$ cat src/sv/tel_pkg.sv
// Shared constants and codes for the throttle expo / ramp limiter.
// No dependencies; compile first.
package tel_pkg;

  localparam int PULSE_BITS_DEF = 12;
  localparam int TIME_BITS_DEF  = 32;
  localparam int MODE_BITS      = 2;
  localparam int CFG_IDX_BITS   = 3;

  // Q0.16 expo weight and cube limit
  localparam int EXPO_BITS      = 16;
  localparam int CUBE_CAP_BITS  = 40;

  localparam int DEADBAND_US    = 50;

  // thermal cap = center + floor(CAP_NUM * span / CAP_DEN)
  localparam int CAP_NUM        = 7;
  localparam int CAP_DEN        = 10;

  // register reset values
  localparam int CENTER_RST     = 1500;
  localparam int MIN_RST        = 1000;
  localparam int MAX_RST        = 2000;
  localparam int EXPO_RST       = 19661;
  localparam int STEP_RST       = 10;
  localparam int HOT_TH_RST     = 1800;
  localparam int HOT_TIME_RST   = 5000;

  typedef enum logic [MODE_BITS-1:0] {
    MODE_CMD  = 2'd0,
    MODE_TICK = 2'd1,
    MODE_FAIL = 2'd2
  } mode_e;

  typedef enum logic [CFG_IDX_BITS-1:0] {
    REG_CENTER   = 3'd0,
    REG_MIN      = 3'd1,
    REG_MAX      = 3'd2,
    REG_EXPO     = 3'd3,
    REG_STEP     = 3'd4,
    REG_HOT_TH   = 3'd5,
    REG_HOT_TIME = 3'd6
  } cfg_reg_e;

endpackage

$ cat src/sv/tel_if.sv
// Valid/ready channel interfaces for command input and pulse output words.
// Depends on tel_pkg.
interface tel_in_if import tel_pkg::*; #(
  parameter int PULSE_BITS = PULSE_BITS_DEF,
  parameter int TIME_BITS  = TIME_BITS_DEF
) ();
  logic                  valid;
  logic                  ready;
  logic [MODE_BITS-1:0]  mode;
  logic [PULSE_BITS-1:0] pulse_in;
  logic [TIME_BITS-1:0]  now_ms;

  modport source (output valid, output mode, output pulse_in, output now_ms, input ready);
  modport sink   (input valid, input mode, input pulse_in, input now_ms, output ready);
endinterface

interface tel_out_if import tel_pkg::*; #(
  parameter int PULSE_BITS = PULSE_BITS_DEF
) ();
  logic                  valid;
  logic                  ready;
  logic [PULSE_BITS-1:0] pulse_out;

  modport source (output valid, output pulse_out, input ready);
  modport sink   (input valid, input pulse_out, output ready);
endinterface

$ cat src/sv/throttle_expo_ramp_limiter_top.sv
// Throttle shaper top: command shaping (deadband, reversal guard, cubic expo),
// tick processing (thermal cap, snap to center, ramp) and failsafe.
// Depends on tel_pkg, tel_if (tel_in_if, tel_out_if), tel_div, tel_mul.
//
//   channel   dir  handshake      word
//   in_i      in   valid/ready    mode, pulse_in, now_ms
//   out_o     out  valid/ready    pulse_out (tick and failsafe words only)
//   cfg       in   cfg_we_i only  cfg_idx_i, cfg_data_i
//
// A command returns to idle straight from its command state on a snap to center,
// skips the divider and multiplies on a zero span, and else runs a 2*PULSE_BITS + 16
// step divider and two 17-step multiplies. Tick and failsafe words run their own states.
// Reset clears drive and goal to the reset center, direction to forward, the
// hot timer to idle and all configuration registers to their reset values.
// Stalls: one output word is held in a register; a new input word is taken
// while it waits, and a later result holds in its last step until it drains.
module throttle_expo_ramp_limiter_top import tel_pkg::*; #(
  parameter int PULSE_BITS = PULSE_BITS_DEF,
  parameter int TIME_BITS  = TIME_BITS_DEF,
  localparam int CFG_W0    = (TIME_BITS > PULSE_BITS) ? TIME_BITS : PULSE_BITS,
  localparam int CFG_W     = (CFG_W0 > EXPO_BITS) ? CFG_W0 : EXPO_BITS
) (
  input  logic                    clk_i,
  input  logic                    rst_ni,
  tel_in_if.sink                  in_i,
  tel_out_if.source               out_o,
  input  logic                    cfg_we_i,
  input  logic [CFG_IDX_BITS-1:0] cfg_idx_i,
  input  logic [CFG_W-1:0]        cfg_data_i
);

  localparam int P       = PULSE_BITS;
  localparam int T       = TIME_BITS;
  // expo datapath widths
  localparam int NUM_W   = 2 * P + EXPO_BITS;      // a^2 << 16
  localparam int DEN_W   = 2 * P;                  // s^2
  localparam int CUBE_W  = CUBE_CAP_BITS + 1;
  localparam int MA_W    = (NUM_W > CUBE_W) ? NUM_W : CUBE_W;
  localparam int MB_W    = EXPO_BITS + 1;
  localparam int MP_W    = MA_W + MB_W;
  localparam int SUM_W   = CUBE_W + MB_W;          // a*(1-e) + cube*e
  localparam int MAG_W   = SUM_W - EXPO_BITS;
  localparam int R_W     = MAG_W + 2;
  localparam int LIN_W   = P + MB_W;
  // thermal cap: divide by ten through a reciprocal
  localparam int UW      = P + 3;
  localparam int RK      = UW + 4;
  localparam int QQ_W    = P + 1;
  localparam int RP_W    = RK + QQ_W;
  localparam int RECIP   = ((2 ** RK) + CAP_DEN - 1) / CAP_DEN;

  localparam logic [MA_W:0]   CUBE_CAP_V =
    {{(MA_W - CUBE_CAP_BITS){1'b0}}, 1'b1, {CUBE_CAP_BITS{1'b0}}};
  localparam logic [MB_W-1:0] ONE_Q16 = {1'b1, {EXPO_BITS{1'b0}}};

  typedef enum logic [3:0] {
    ST_IDLE, ST_CMD, ST_PREP, ST_SQ, ST_DEN, ST_DIV, ST_MUL1, ST_CUBE,
    ST_MUL2, ST_SIGN, ST_CLAMP, ST_TICK1, ST_TICK2, ST_TICK3, ST_TICK4, ST_FAIL
  } state_e;

  state_e state_q;

  // configuration
  logic [P-1:0]         center_q, min_q, max_q, step_q, hot_th_q;
  logic [EXPO_BITS-1:0] expo_q;
  logic [T-1:0]         hot_time_q;

  // architectural state
  logic [P-1:0] drive_q, goal_q;
  logic         fwd_q, timing_q;
  logic [T-1:0] since_q;

  // output word
  logic         out_vld_q;
  logic [P-1:0] out_pulse_q;

  // datapath payload
  logic [P-1:0]     raw_q, x_q, a_q, sabs_q;
  logic [T-1:0]     now_q;
  logic             negd_q;
  logic [2*P-1:0]   sq_q;
  logic [LIN_W-1:0] lin_q;
  logic [CUBE_W-1:0] cube_q;
  logic [MAG_W-1:0] mag_q;
  logic signed [R_W-1:0] r_q;
  logic             cap_en_q, capneg_q;
  logic [UW-1:0]    u_q;
  logic [QQ_W-1:0]  qq_q;

  logic in_acc, out_free, out_load;
  assign in_i.ready    = (state_q == ST_IDLE);
  assign in_acc        = in_i.valid && in_i.ready;
  assign out_free      = !out_vld_q || out_o.ready;
  // a tick or failsafe word lands in the output register this cycle
  assign out_load      = ((state_q == ST_TICK4) || (state_q == ST_FAIL)) && out_free;
  assign out_o.valid   = out_vld_q;
  assign out_o.pulse_out = out_pulse_q;

  // ---------------------------------------------------------------- serial units
  logic             div_start, div_done;
  logic [NUM_W-1:0] div_quo;
  logic [DEN_W-1:0] den_d;
  logic             mul_start, mul_done;
  logic [MA_W-1:0]  mul_a;
  logic [MB_W-1:0]  mul_b;
  logic [MP_W-1:0]  mul_prod;

  assign den_d     = DEN_W'(sabs_q) * DEN_W'(sabs_q);
  assign div_start = (state_q == ST_DEN);
  assign mul_start = ((state_q == ST_DIV) && div_done) || (state_q == ST_CUBE);
  assign mul_a     = (state_q == ST_CUBE) ? MA_W'(cube_q) : MA_W'(div_quo);
  assign mul_b     = (state_q == ST_CUBE) ? MB_W'(expo_q) : MB_W'(a_q);

  tel_div #(.NUM_W(NUM_W), .DEN_W(DEN_W)) u_div (
    .clk_i   (clk_i),
    .rst_ni  (rst_ni),
    .start_i (div_start),
    .num_i   ({sq_q, {EXPO_BITS{1'b0}}}),
    .den_i   (den_d),
    .done_o  (div_done),
    .quo_o   (div_quo)
  );

  tel_mul #(.A_W(MA_W), .B_W(MB_W)) u_mul (
    .clk_i   (clk_i),
    .rst_ni  (rst_ni),
    .start_i (mul_start),
    .a_i     (mul_a),
    .b_i     (mul_b),
    .done_o  (mul_done),
    .prod_o  (mul_prod)
  );

  // ---------------------------------------------------------------- command logic
  logic [P-1:0] off_abs, x_lo, x_d;
  logic         in_dead, raw_fwd, rev_block;

  always_comb begin
    off_abs   = (raw_q >= center_q) ? (raw_q - center_q) : (center_q - raw_q);
    in_dead   = (off_abs < P'(DEADBAND_US));
    raw_fwd   = (raw_q > center_q);
    rev_block = (raw_fwd != fwd_q) && (drive_q != center_q);
    x_lo      = (raw_q < min_q) ? min_q : raw_q;
    x_d       = (x_lo > max_q) ? max_q : x_lo;
  end

  // expo steps
  logic [P-1:0]      a_d, sabs_d;
  logic              s_zero;
  logic [MB_W-1:0]   one_minus_e;
  logic [LIN_W-1:0]  lin_d;
  logic [MA_W:0]     cube_hi;
  logic [CUBE_W-1:0] cube_d;
  logic [SUM_W-1:0]  sum_d;
  logic [MAG_W-1:0]  mag_d;
  logic signed [R_W-1:0] c_ext, mag_ext, min_ext, max_ext, r_d, r_lo, r_cl;

  always_comb begin
    a_d         = (x_q >= center_q) ? (x_q - center_q) : (center_q - x_q);
    sabs_d      = (max_q >= center_q) ? (max_q - center_q) : (center_q - max_q);
    s_zero      = (max_q == center_q);
    one_minus_e = ONE_Q16 - {1'b0, expo_q};
    lin_d       = LIN_W'(a_q) * LIN_W'(one_minus_e);
    cube_hi     = mul_prod[MP_W-1:EXPO_BITS];
    cube_d      = (cube_hi > CUBE_CAP_V) ? CUBE_CAP_V[CUBE_W-1:0] : cube_hi[CUBE_W-1:0];
    sum_d       = mul_prod[SUM_W-1:0] + SUM_W'(lin_q);
    mag_d       = sum_d[SUM_W-1:EXPO_BITS];
    c_ext       = $signed({{(R_W-P){1'b0}}, center_q});
    mag_ext     = $signed({2'b00, mag_q});
    min_ext     = $signed({{(R_W-P){1'b0}}, min_q});
    max_ext     = $signed({{(R_W-P){1'b0}}, max_q});
    r_d         = negd_q ? (c_ext - mag_ext) : (c_ext + mag_ext);
    // raise to min first, then lower to max: max wins on a crossed band
    r_lo        = (r_q < min_ext) ? min_ext : r_q;
    r_cl        = (r_lo > max_ext) ? max_ext : r_lo;
  end

  // ---------------------------------------------------------------- tick logic
  logic                  hot, late;
  logic [T-1:0]          elapsed;
  logic                  capneg_d;
  logic [P-1:0]          span_abs;
  logic [UW-1:0]         m7, u_d;
  logic [RP_W-1:0]       rp;
  logic signed [P+1:0]   cap_s;
  logic [P-1:0]          cap_u, goal_cap_d;
  logic                  rev, crossing;
  logic [P-1:0]          ramp_d;

  always_comb begin
    hot      = (drive_q > hot_th_q);
    elapsed  = now_q - since_q;          // wraps modulo 2^TIME_BITS
    late     = (elapsed > hot_time_q);
    capneg_d = (max_q < center_q);
    span_abs = capneg_d ? (center_q - max_q) : (max_q - center_q);
    m7       = {span_abs, 3'b000} - UW'(span_abs);
    // floor of a negative quotient: round the magnitude up
    u_d      = capneg_d ? (m7 + UW'(CAP_DEN - 1)) : m7;

    rp       = RP_W'(u_q) * RP_W'(RECIP);

    cap_s    = capneg_q ? ($signed({2'b00, center_q}) - $signed({1'b0, qq_q}))
                        : ($signed({2'b00, center_q}) + $signed({1'b0, qq_q}));
    cap_u    = cap_s[P+1] ? '0 : cap_s[P-1:0];
    goal_cap_d = (cap_en_q && (goal_q > cap_u)) ? cap_u : goal_q;

    rev      = (fwd_q && (goal_q < drive_q)) || (!fwd_q && (goal_q > drive_q));
    crossing = ((goal_q > center_q) && (drive_q < center_q)) ||
               ((goal_q < center_q) && (drive_q > center_q));
    if (rev || crossing) begin
      ramp_d = center_q;
    end else if (goal_q > drive_q) begin
      ramp_d = ((goal_q - drive_q) > step_q) ? (drive_q + step_q) : goal_q;
    end else if (goal_q < drive_q) begin
      ramp_d = ((drive_q - goal_q) > step_q) ? (drive_q - step_q) : goal_q;
    end else begin
      ramp_d = drive_q;
    end
  end

  // ---------------------------------------------------------------- control and state
  always_ff @(posedge clk_i or negedge rst_ni) begin
    if (!rst_ni) begin
      state_q     <= ST_IDLE;
      center_q    <= P'(CENTER_RST);
      min_q       <= P'(MIN_RST);
      max_q       <= P'(MAX_RST);
      expo_q      <= EXPO_BITS'(EXPO_RST);
      step_q      <= P'(STEP_RST);
      hot_th_q    <= P'(HOT_TH_RST);
      hot_time_q  <= T'(HOT_TIME_RST);
      drive_q     <= P'(CENTER_RST);
      goal_q      <= P'(CENTER_RST);
      fwd_q       <= 1'b1;
      since_q     <= '0;
      timing_q    <= 1'b0;
      out_vld_q   <= 1'b0;
      out_pulse_q <= '0;
    end else begin
      if (cfg_we_i) begin
        case (cfg_reg_e'(cfg_idx_i))
          REG_CENTER:   center_q   <= cfg_data_i[P-1:0];
          REG_MIN:      min_q      <= cfg_data_i[P-1:0];
          REG_MAX:      max_q      <= cfg_data_i[P-1:0];
          REG_EXPO:     expo_q     <= cfg_data_i[EXPO_BITS-1:0];
          REG_STEP:     step_q     <= cfg_data_i[P-1:0];
          REG_HOT_TH:   hot_th_q   <= cfg_data_i[P-1:0];
          REG_HOT_TIME: hot_time_q <= cfg_data_i[T-1:0];
          default: ;
        endcase
      end

      if (out_vld_q && out_o.ready && !out_load) begin
        out_vld_q <= 1'b0;
      end

      case (state_q)
        ST_IDLE: begin
          if (in_acc) begin
            case (mode_e'(in_i.mode))
              MODE_CMD:  state_q <= ST_CMD;
              MODE_TICK: state_q <= ST_TICK1;
              MODE_FAIL: state_q <= ST_FAIL;
              default:   state_q <= ST_IDLE;   // reserved code, dropped
            endcase
          end
        end
        ST_CMD: begin
          if (in_dead || rev_block) begin
            goal_q  <= center_q;
            state_q <= ST_IDLE;
          end else begin
            if (drive_q == center_q) begin
              fwd_q <= raw_fwd;
            end
            state_q <= ST_PREP;
          end
        end
        ST_PREP:  state_q <= s_zero ? ST_SIGN : ST_SQ;
        ST_SQ:    state_q <= ST_DEN;
        ST_DEN:   state_q <= ST_DIV;
        ST_DIV:   if (div_done) state_q <= ST_MUL1;
        ST_MUL1:  if (mul_done) state_q <= ST_CUBE;
        ST_CUBE:  state_q <= ST_MUL2;
        ST_MUL2:  if (mul_done) state_q <= ST_SIGN;
        ST_SIGN:  state_q <= ST_CLAMP;
        ST_CLAMP: begin
          goal_q  <= r_cl[P-1:0];
          state_q <= ST_IDLE;
        end
        ST_TICK1: begin
          if (hot) begin
            if (!timing_q) begin
              since_q  <= now_q;
              timing_q <= 1'b1;
            end
          end else begin
            timing_q <= 1'b0;
          end
          state_q <= ST_TICK2;
        end
        ST_TICK2: state_q <= ST_TICK3;
        ST_TICK3: begin
          goal_q  <= goal_cap_d;
          state_q <= ST_TICK4;
        end
        ST_TICK4: begin
          if (out_free) begin
            drive_q     <= ramp_d;
            out_pulse_q <= ramp_d;
            out_vld_q   <= 1'b1;
            state_q     <= ST_IDLE;
          end
        end
        ST_FAIL: begin
          if (out_free) begin
            drive_q     <= center_q;
            goal_q      <= center_q;
            fwd_q       <= 1'b1;
            out_pulse_q <= center_q;
            out_vld_q   <= 1'b1;
            state_q     <= ST_IDLE;
          end
        end
        default: state_q <= ST_IDLE;
      endcase
    end
  end

  // ---------------------------------------------------------------- datapath registers
  always_ff @(posedge clk_i) begin
    case (state_q)
      ST_IDLE: begin
        if (in_acc) begin
          raw_q <= in_i.pulse_in;
          now_q <= in_i.now_ms;
        end
      end
      ST_CMD:  x_q <= x_d;
      ST_PREP: begin
        a_q    <= a_d;
        negd_q <= (x_q < center_q);
        sabs_q <= sabs_d;
        mag_q  <= '0;         // zero span: curve adds nothing
      end
      ST_SQ:   sq_q  <= (2*P)'(a_q) * (2*P)'(a_q);
      ST_DIV:  lin_q <= lin_d;
      ST_MUL1: if (mul_done) cube_q <= cube_d;
      ST_MUL2: if (mul_done) mag_q <= mag_d;
      ST_SIGN: r_q <= r_d;
      ST_TICK1: begin
        cap_en_q <= hot && timing_q && late;
        capneg_q <= capneg_d;
        u_q      <= u_d;
      end
      ST_TICK2: qq_q <= rp[RP_W-1:RK];
      default: ;
    endcase
  end

endmodule

$ cat src/sv/tel_div.sv
// Restoring divider, one quotient bit per cycle, MSB first.
// Depends on tel_pkg (import only).
module tel_div import tel_pkg::*; #(
  parameter int NUM_W = 2 * PULSE_BITS_DEF + EXPO_BITS,
  parameter int DEN_W = 2 * PULSE_BITS_DEF
) (
  input  logic             clk_i,
  input  logic             rst_ni,
  input  logic             start_i,
  input  logic [NUM_W-1:0] num_i,
  input  logic [DEN_W-1:0] den_i,
  output logic             done_o,
  output logic [NUM_W-1:0] quo_o
);

  localparam int CW = $clog2(NUM_W + 1);

  logic [CW-1:0]    cnt_q;
  logic             done_q;
  logic [NUM_W-1:0] sh_q;   // dividend shifts out, quotient shifts in
  logic [DEN_W-1:0] rem_q, rem_d;
  logic [DEN_W-1:0] den_q;
  logic [DEN_W:0]   trial, diff;
  logic             qbit;

  always_comb begin
    trial = {rem_q, sh_q[NUM_W-1]};
    diff  = trial - {1'b0, den_q};
    qbit  = (trial >= {1'b0, den_q});
    rem_d = qbit ? diff[DEN_W-1:0] : trial[DEN_W-1:0];
  end

  always_ff @(posedge clk_i or negedge rst_ni) begin
    if (!rst_ni) begin
      cnt_q  <= '0;
      done_q <= 1'b0;
    end else if (start_i) begin
      cnt_q  <= CW'(NUM_W);
      done_q <= 1'b0;
    end else if (cnt_q != '0) begin
      cnt_q  <= cnt_q - 1'b1;
      done_q <= (cnt_q == CW'(1));
    end
  end

  always_ff @(posedge clk_i) begin
    if (start_i) begin
      sh_q  <= num_i;
      rem_q <= '0;
      den_q <= den_i;
    end else if (cnt_q != '0) begin
      sh_q  <= {sh_q[NUM_W-2:0], qbit};
      rem_q <= rem_d;
    end
  end

  assign done_o = done_q;
  assign quo_o  = sh_q;

endmodule

$ cat src/sv/tel_mul.sv
// Shift-add multiplier, one multiplier bit per cycle, LSB first.
// Depends on tel_pkg (import only).
module tel_mul import tel_pkg::*; #(
  parameter int A_W = CUBE_CAP_BITS + 1,
  parameter int B_W = EXPO_BITS + 1
) (
  input  logic               clk_i,
  input  logic               rst_ni,
  input  logic               start_i,
  input  logic [A_W-1:0]     a_i,
  input  logic [B_W-1:0]     b_i,
  output logic               done_o,
  output logic [A_W+B_W-1:0] prod_o
);

  localparam int CW = $clog2(B_W + 1);

  logic [CW-1:0]      cnt_q;
  logic               done_q;
  logic [A_W-1:0]     a_q;
  logic [A_W+B_W-1:0] prod_q;   // upper: partial sum, lower: remaining multiplier bits
  logic [A_W:0]       sum;

  assign sum = {1'b0, prod_q[A_W+B_W-1:B_W]} + (prod_q[0] ? {1'b0, a_q} : '0);

  always_ff @(posedge clk_i or negedge rst_ni) begin
    if (!rst_ni) begin
      cnt_q  <= '0;
      done_q <= 1'b0;
    end else if (start_i) begin
      cnt_q  <= CW'(B_W);
      done_q <= 1'b0;
    end else if (cnt_q != '0) begin
      cnt_q  <= cnt_q - 1'b1;
      done_q <= (cnt_q == CW'(1));
    end
  end

  always_ff @(posedge clk_i) begin
    if (start_i) begin
      a_q    <= a_i;
      prod_q <= {{A_W{1'b0}}, b_i};
    end else if (cnt_q != '0) begin
      prod_q <= {sum, prod_q[B_W-1:1]};
    end
  end

  assign done_o = done_q;
  assign prod_o = prod_q;

endmodule
$ cat src/flat_wrapper.sv
// flat-port wrapper written by rule: the top's interface ports become plain ports
module throttle_expo_ramp_limiter_top_flat import tel_pkg::*;
#(
  parameter int PULSE_BITS = PULSE_BITS_DEF,
  parameter int TIME_BITS  = TIME_BITS_DEF,
  localparam int CFG_W0    = (TIME_BITS > PULSE_BITS) ? TIME_BITS : PULSE_BITS,
  localparam int CFG_W     = (CFG_W0 > EXPO_BITS) ? CFG_W0 : EXPO_BITS
)
  (clk_i, rst_ni, cfg_we_i, cfg_idx_i, cfg_data_i, in_i_valid, in_i_mode, in_i_pulse_in, in_i_now_ms, in_i_ready, out_o_valid, out_o_pulse_out, out_o_ready);
  tel_in_if #(.PULSE_BITS(PULSE_BITS), .TIME_BITS(TIME_BITS)) in_i_i ();
  tel_out_if #(.PULSE_BITS(PULSE_BITS)) out_o_i ();
  input  logic clk_i;
  input  logic rst_ni;
  input  logic cfg_we_i;
  input  logic [CFG_IDX_BITS-1:0] cfg_idx_i;
  input  logic [CFG_W-1:0] cfg_data_i;
  input wire logic [$bits(in_i_i.valid)-1:0] in_i_valid;
  input wire logic [$bits(in_i_i.mode)-1:0] in_i_mode;
  input wire logic [$bits(in_i_i.pulse_in)-1:0] in_i_pulse_in;
  input wire logic [$bits(in_i_i.now_ms)-1:0] in_i_now_ms;
  output wire logic [$bits(in_i_i.ready)-1:0] in_i_ready;
  output wire logic [$bits(out_o_i.valid)-1:0] out_o_valid;
  output wire logic [$bits(out_o_i.pulse_out)-1:0] out_o_pulse_out;
  input wire logic [$bits(out_o_i.ready)-1:0] out_o_ready;
  assign in_i_i.valid = in_i_valid;
  assign in_i_i.mode = in_i_mode;
  assign in_i_i.pulse_in = in_i_pulse_in;
  assign in_i_i.now_ms = in_i_now_ms;
  assign in_i_ready = in_i_i.ready;
  assign out_o_valid = out_o_i.valid;
  assign out_o_pulse_out = out_o_i.pulse_out;
  assign out_o_i.ready = out_o_ready;
  throttle_expo_ramp_limiter_top #(.PULSE_BITS(PULSE_BITS), .TIME_BITS(TIME_BITS)) u_core (.clk_i(clk_i), .rst_ni(rst_ni), .in_i(in_i_i), .out_o(out_o_i), .cfg_we_i(cfg_we_i), .cfg_idx_i(cfg_idx_i), .cfg_data_i(cfg_data_i));
endmodule
$ cat config.mk
export PLATFORM = sky130hd
export DESIGN_NAME = throttle_expo_ramp_limiter_top_flat
export DESIGN_NICKNAME = d
export VERILOG_FILES = /design/src/sv/tel_pkg.sv /design/src/sv/tel_if.sv /design/src/sv/throttle_expo_ramp_limiter_top.sv /design/src/sv/tel_div.sv /design/src/sv/tel_mul.sv /design/src/flat_wrapper.sv
export SDC_FILE = /design/constraint.sdc
export NUM_CORES = 2
export LEC_CHECK = 0
export ABC_CLOCK_PERIOD_IN_PS = 14600
export BUFFER_PORTS_ARGS = -buffer_cell sky130_fd_sc_hd__buf_2
export CELL_PAD_IN_SITES_DETAIL_PLACEMENT = 1
export CELL_PAD_IN_SITES_GLOBAL_PLACEMENT = 1
export CORE_MARGIN = 5
export CORE_UTILIZATION = 46
export CTS_CLUSTER_DIAMETER = 120
export CTS_CLUSTER_SIZE = 14
export DETAILED_ROUTE_END_ITERATION = 7
export GPL_ROUTABILITY_DRIVEN = 0
export PLACE_DENSITY_LB_ADDON = 0.1
export REMOVE_ABC_BUFFERS = 1
export SYNTH_ARGS = -nofsm -noshare
export SYNTH_HDL_FRONTEND = slang
export SYNTH_HIERARCHICAL = 1
export SYNTH_SLANG_ARGS = --single-unit
$ cat constraint.sdc
create_clock -name clk_i -period 14.6 [get_ports clk_i]
set_input_delay 0.73 -clock clk_i [delete_from_list [all_inputs] [get_ports clk_i]]
set_output_delay 0.73 -clock clk_i [all_outputs]
set_load 0.05 [all_outputs]
# Yosys cells after proc, flatten, opt, wreduce, memory -nomap -nowiden
# Cells that the tools add are included.
# totals
register_bits	673
latchBits	0
ram_bits	0
rom_bits	0
input_bits	86
wordCells	242
mem_count	0
# op_classes
addsub	23
mul	4
div_mod_pow	0
n_lt_le_gt_ge	24
eq_ne	40
shifts	0
mux	58
n_bitwise	1
reduce_logical	50
# op_table
op	count
$mux 12	17
$mux 40	3
$gt 12x12->1	9
$sub 12x12->12	9
$mux 44	2
$pmux 42 s2	1
$lt 12x12->1	6
$pmux 4 s15	1
$add 58x29->58	1
$mul 12x12->24	2
$pmux 12 s4	1
$gt 44x13->1	1
$lt 44x13->1	1
$add 12x42->43	1
$sub 12x42->43	1
$add 41x41->42	1
$gt 42x41->1 const B	1
$mux 42	1
$mux 41	1
$ge 12x12->1	3
$mux 17	2
$eq 4x4->1 const B	8
$gt 32x32->1	1
$sub 32x32->32	1
56 further kinds	125

# Longest topological paths before layout
# depth
ltp_word	8
depth_mapped	28

# By module
# Netlist, hierarchy kept.
# modules_own_cells
mod	instances	cells_per_inst	area_each_um2
throttle_expo_ramp_limiter_top	1	5582	51788.4
tel_mul	1	664	6288.5
tel_div	1	488	5172.5

# Least setup slack after synthesis
# No wires, ideal clock.
# synth_path
path_kind	flip-flop to flip-flop
startpoint	reg u_core.expo_q[5]
endpoint	reg u_core.lin_q[27] (data pin)
arrival_ns	7.152
path_slack_ns	7.191
path_stages_with_launch	26
synth_period_minus_slack_ns	7.409
path_cell_list	dfrtp_1 > or4_1 > or3_1 > nor4_1 > xnor2_1 > clkbuf_1 > nand2_1 > fa_1 > fa_1 > inv_1 > fa_1 > fa_1 > inv_1 > fa_1 > inv_1 > ha_1 > a21o_1 > a21o_1 > nor2_1 > o31ai_1 > a2111oi_1 > o31ai_1 > or4_1 > a41o_1 > a21oi_1 > xnor2_1
# synth_via
elab_chain_len	2
# synth_rtl
element	line	rtl
start: declaration	throttle_expo_ramp_limiter_top.sv:65	logic [EXPO_BITS-1:0] expo_q;
start signal: assignment	throttle_expo_ramp_limiter_top.sv:228	expo_q <= EXPO_BITS'(EXPO_RST);
start signal: assignment	throttle_expo_ramp_limiter_top.sv:245	REG_EXPO: expo_q <= cfg_data_i[EXPO_BITS-1:0];
$sub 17x16->17	throttle_expo_ramp_limiter_top.sv:162	one_minus_e = ONE_Q16 - {1'b0, expo_q};
$mul 12x17->29	throttle_expo_ramp_limiter_top.sv:163	lin_d = LIN_W'(a_q) * LIN_W'(one_minus_e);
named net u_core.lin_d[27]	throttle_expo_ramp_limiter_top.sv:151	logic [LIN_W-1:0] lin_d;
end signal: assignment	throttle_expo_ramp_limiter_top.sv:347	ST_DIV: lin_q <= lin_d;
end: declaration	throttle_expo_ramp_limiter_top.sv:82	logic [LIN_W-1:0] lin_q;
# The timed path passes the listed nets, and every way through them passes these cells.
# A chain may end at the register's enable or synchronous reset.

# Worst setup path in the final report
# Same ends and word-level chain as after synthesis.

==> flow_metrics.tcl <==
set metrics [dict create \
    status "complete, no violations" \
    synth_top_cell_by_area "edfxtp_1" \
    clk_latency_ns 0.70 \
    ys_warn_count 6 \
    ctsHoldBuffers 1 \
    crit_path_start_kind "flop" \
    cts_tree "yes" \
    fmax_ghz 0.1137 \
    rows 136 \
    post_cts_buffers 0 \
    clock-root-buffer "clkbuf_16" \
    synth_ff_type "edfxtp_1" \
    syn_inst 6734 \
    hold_path_class "in -> reg" \
    wire_per_inst_um 21.71 \
    start_util_pct 46.17 \
    rrSetupSlack_ns 5.80 \
    rsz0062_at_grt "false" \
    max_slew.worst_pin.slew_ns 1.296 \
    yosysTopAreaCellShare_pct 19.51 \
    slowest_delay_ns 0.93 \
    routed_via_density 5.743 \
    reg2reg_depth 22 \
    tns_ns 0 \
    crit_start "u_core/expo_q[5]" \
    synth.area.top_cells "edfxtp_1, ha_1, fa_1" \
    crit_buf_inv 3 \
    ys_seq_elements 667 \
    pin_count 100 \
    endpoint_kind "flop" \
    area_growth_syn_to_layout_pct 6.548 \
    crit_family "adder cells" \
    r2r_end "u_core/lin_q[27]" \
    crit_type "reg -> reg" \
    drive_above_1_share_pct 8.325 \
    htree_levels 2 \
    place_hpwl_mm 143.1 \
    syn-cell-area_sq_um 63250 \
    final-setup-viol-count 0 \
    endpoint "u_core/lin_q[27]" \
    reg2reg_from "u_core/expo_q[5]" \
    syn_area_per_cell_sq_um 9.393 \
    synth_seq_area_share_pct 29.23 \
    grtUsageTotal_pct 25.38 \
    use_met1_pct 33.62 \
    relSlewSlack_pct 13.14 \
    worst-endpoint-arrival_ns 9.21 \
    fin_nets 7940 \
    cp.depth 22 \
    antenna_found_initial 4 \
    path_max_fanout 12 \
    grt_first_pass_wirelength_mm 296.9 \
    synthArstFlopShare_pct 28.64 \
    vias 49220 \
    final_max_slew_viol_count 0 \
    clk_pin_slew_worst_paths_ns 0.08 \
    crit_path_frequent_cell "fa_1" \
    timing.final.hold_violations 0 \
    cts.repair.resized 0 \
    use_met3_pct 2.429 \
    drc 0 \
    slowest_stage "xor2_1" \
    wl_mm 186.1 \
    dieArea_sq_um 145000 \
    dr.pass1.iters 5 \
    cts_sinks 667 \
    maxCapViolCount 0 \
    grt_start_max_net_pins 73 \
    final_antenna_net_count 0 \
    finClkSkew_ns 0.04385 \
    portBuffers 99 \
    cts.path.max_buffers 3 \
    die-height_um 380.8 \
    cts_inserted_buffers 56 \
    grt_busiest_layer "met2" \
    gr-total-overflow 0 \
    die_w_um 380.8 \
    path_cells "or4_1 -> or3_1 -> nor4_1 -> nand2_1 -> xor2_1 -> nand2_1 -> fa_1 -> fa_1 -> inv_1 -> fa_1 -> fa_1 -> inv_1 -> fa_1 -> inv_1 -> ha_1 -> o21a_1 -> a2111oi_1 -> o31ai_1 -> or4_1 -> a41o_1 -> a21oi_1 -> xnor2_1" \
    grt_pass1_vias 52870 \
    required_ns 15.01 \
    fin_crit_ns 8.798 \
    drt-initial-drc-count 2527 \
    synth_edf_count 411 \
    finalCritPeriodShare_pct 60.26 \
    synthDistinctLibCells 101 \
    use_met2_pct 44.37 \
    core_sq_um 137000 \
]
worst min path at each step:
stage	from	to	cells past startpoint
floorplan	rst_ni	u_core/center_q[0]	0
global placement	u_core/out_o.pulse_out[8]	u_core/out_o.pulse_out[8]	2
detailed placement	u_core/out_o.pulse_out[4]	u_core/out_o.pulse_out[4]	2
CTS	in_i_now_ms[5]	u_core/now_q[5]	1
global route	in_i_now_ms[4]	u_core/now_q[4]	1
finish	in_i_now_ms[4]	u_core/now_q[4]	1
state kept, by name, indices dropped and copies added, names as in the netlist, 32 cells and up:
name / flops
u_core/u_mul/prod_o: 58
u_core/since_q: 32
u_core/cube_q: 41
u_core/r_q: 44
u_core/mag_q: 42
u_core/u_mul/a_q: 41
u_core/now_q: 32
u_core/u_div/quo_o: 40
u_core/hot_time_q: 32
layout make-up:
cell class | instances | area, sq um
timing repair buffer | 176 | 1086
fill | 15700 | 69590
inverter | 810 | 3040
multi-input combinational | 5016 | 40850
clock buffer | 96 | 1573
sequential | 667 | 18490
tap | 1794 | 2245
clock inverter | 10 | 106.4
antenna | 1 | 2.502
kinds of logic (layout without fill, tap and decap cells):
family                   after synthesis  count (layout)  synth area share [%]
AO/OA/AOI/OAI                       1325            1325                 13.59
XOR/XNOR                             308             308                 4.265
adder cells (fa/ha/maj)             1127            1127                 26.83
buffers and inverters               1069            1092                 6.453
flip-flops                           667             667                 29.23
multiplexers                         237             237                 4.144
other                                  1              20              0.005929
AND/OR/NAND/NOR                     2000            2000                 15.48
metal layers:
metal,wire length [um],vias up
met4,5779,0
met5,0,-
met1,83750,24940
met2,90630,814
met3,5916,273
li1,-,23190
per-stage QoR:
stage | std cells | hold slack [ns] | setup WS (ns) | cell area, sq um | utilization (%)
6_report | 8570 | 0.2007 | 5.802 | 67390 | 49.20
5_1_grt | 8569 | 0.1517 | 5.273 | 67390 | 49.20
4_1_cts | 8569 | 0.1395 | 5.653 | 67390 | 49.20
3_5_place_dp | 8462 | 0.4725 | 5.727 | 65700 | 47.96
3_3_place_gp | 8462 | 0.4694 | 6.022 | 65700 | 47.96
2_1_floorplan | 6493 | 0.4344 | 5.661 | 62280 | -
layout by cell type, fill, tap and decap left out, types with 51 or more instances in the layout:
| master | count |
|---|---|
| xnor2_1 | 219 |
| a21o_1 | 157 |
| o21ai_0 | 278 |
| nand3_1 | 119 |
| dfrtp_1 | 138 |
| ha_1 | 745 |
| nand4_1 | 75 |
| buf_2 | 98 |
| nand2b_1 | 66 |
| nand2_1 | 717 |
| clkbuf_16 | 57 |
| or3_1 | 54 |
| nor3_1 | 114 |
| xor2_1 | 89 |
| nor2b_1 | 68 |
| edfxtp_1 | 411 |
| inv_1 | 808 |
| dfstp_2 | 53 |
| dfxtp_1 | 65 |
| buf_4 | 76 |
| a211oi_1 | 51 |
| mux2_2 | 183 |
| fa_1 | 382 |
| o21a_1 | 58 |
| and2_1 | 285 |
| a21oi_1 | 378 |
| nor2_1 | 304 |
cells in the mapped netlist (51+ instances only):
| library cell | number |
|---|---|
| xnor2_1 | 219 |
| edfxtp_1 | 411 |
| inv_1 | 808 |
| o21ai_0 | 279 |
| nor3_1 | 120 |
| o21a_1 | 58 |
| clkbuf_1 | 216 |
| fa_1 | 382 |
| and2_1 | 285 |
| dfrtp_1 | 138 |
| dfstp_2 | 53 |
| or3_1 | 54 |
| nand4_1 | 75 |
| nor2_1 | 309 |
| nand3_1 | 120 |
| a21o_1 | 159 |
| ha_1 | 745 |
| nand2_1 | 718 |
| mux2_2 | 183 |
| nand2b_1 | 66 |
| dfxtp_1 | 65 |
| nor2b_1 | 68 |
| xor2_1 | 89 |
| a211oi_1 | 51 |
| a21oi_1 | 379 |
Power is not shown: default switching activity piles up to over one toggle a cycle in this logic, so the estimate is an artifact.
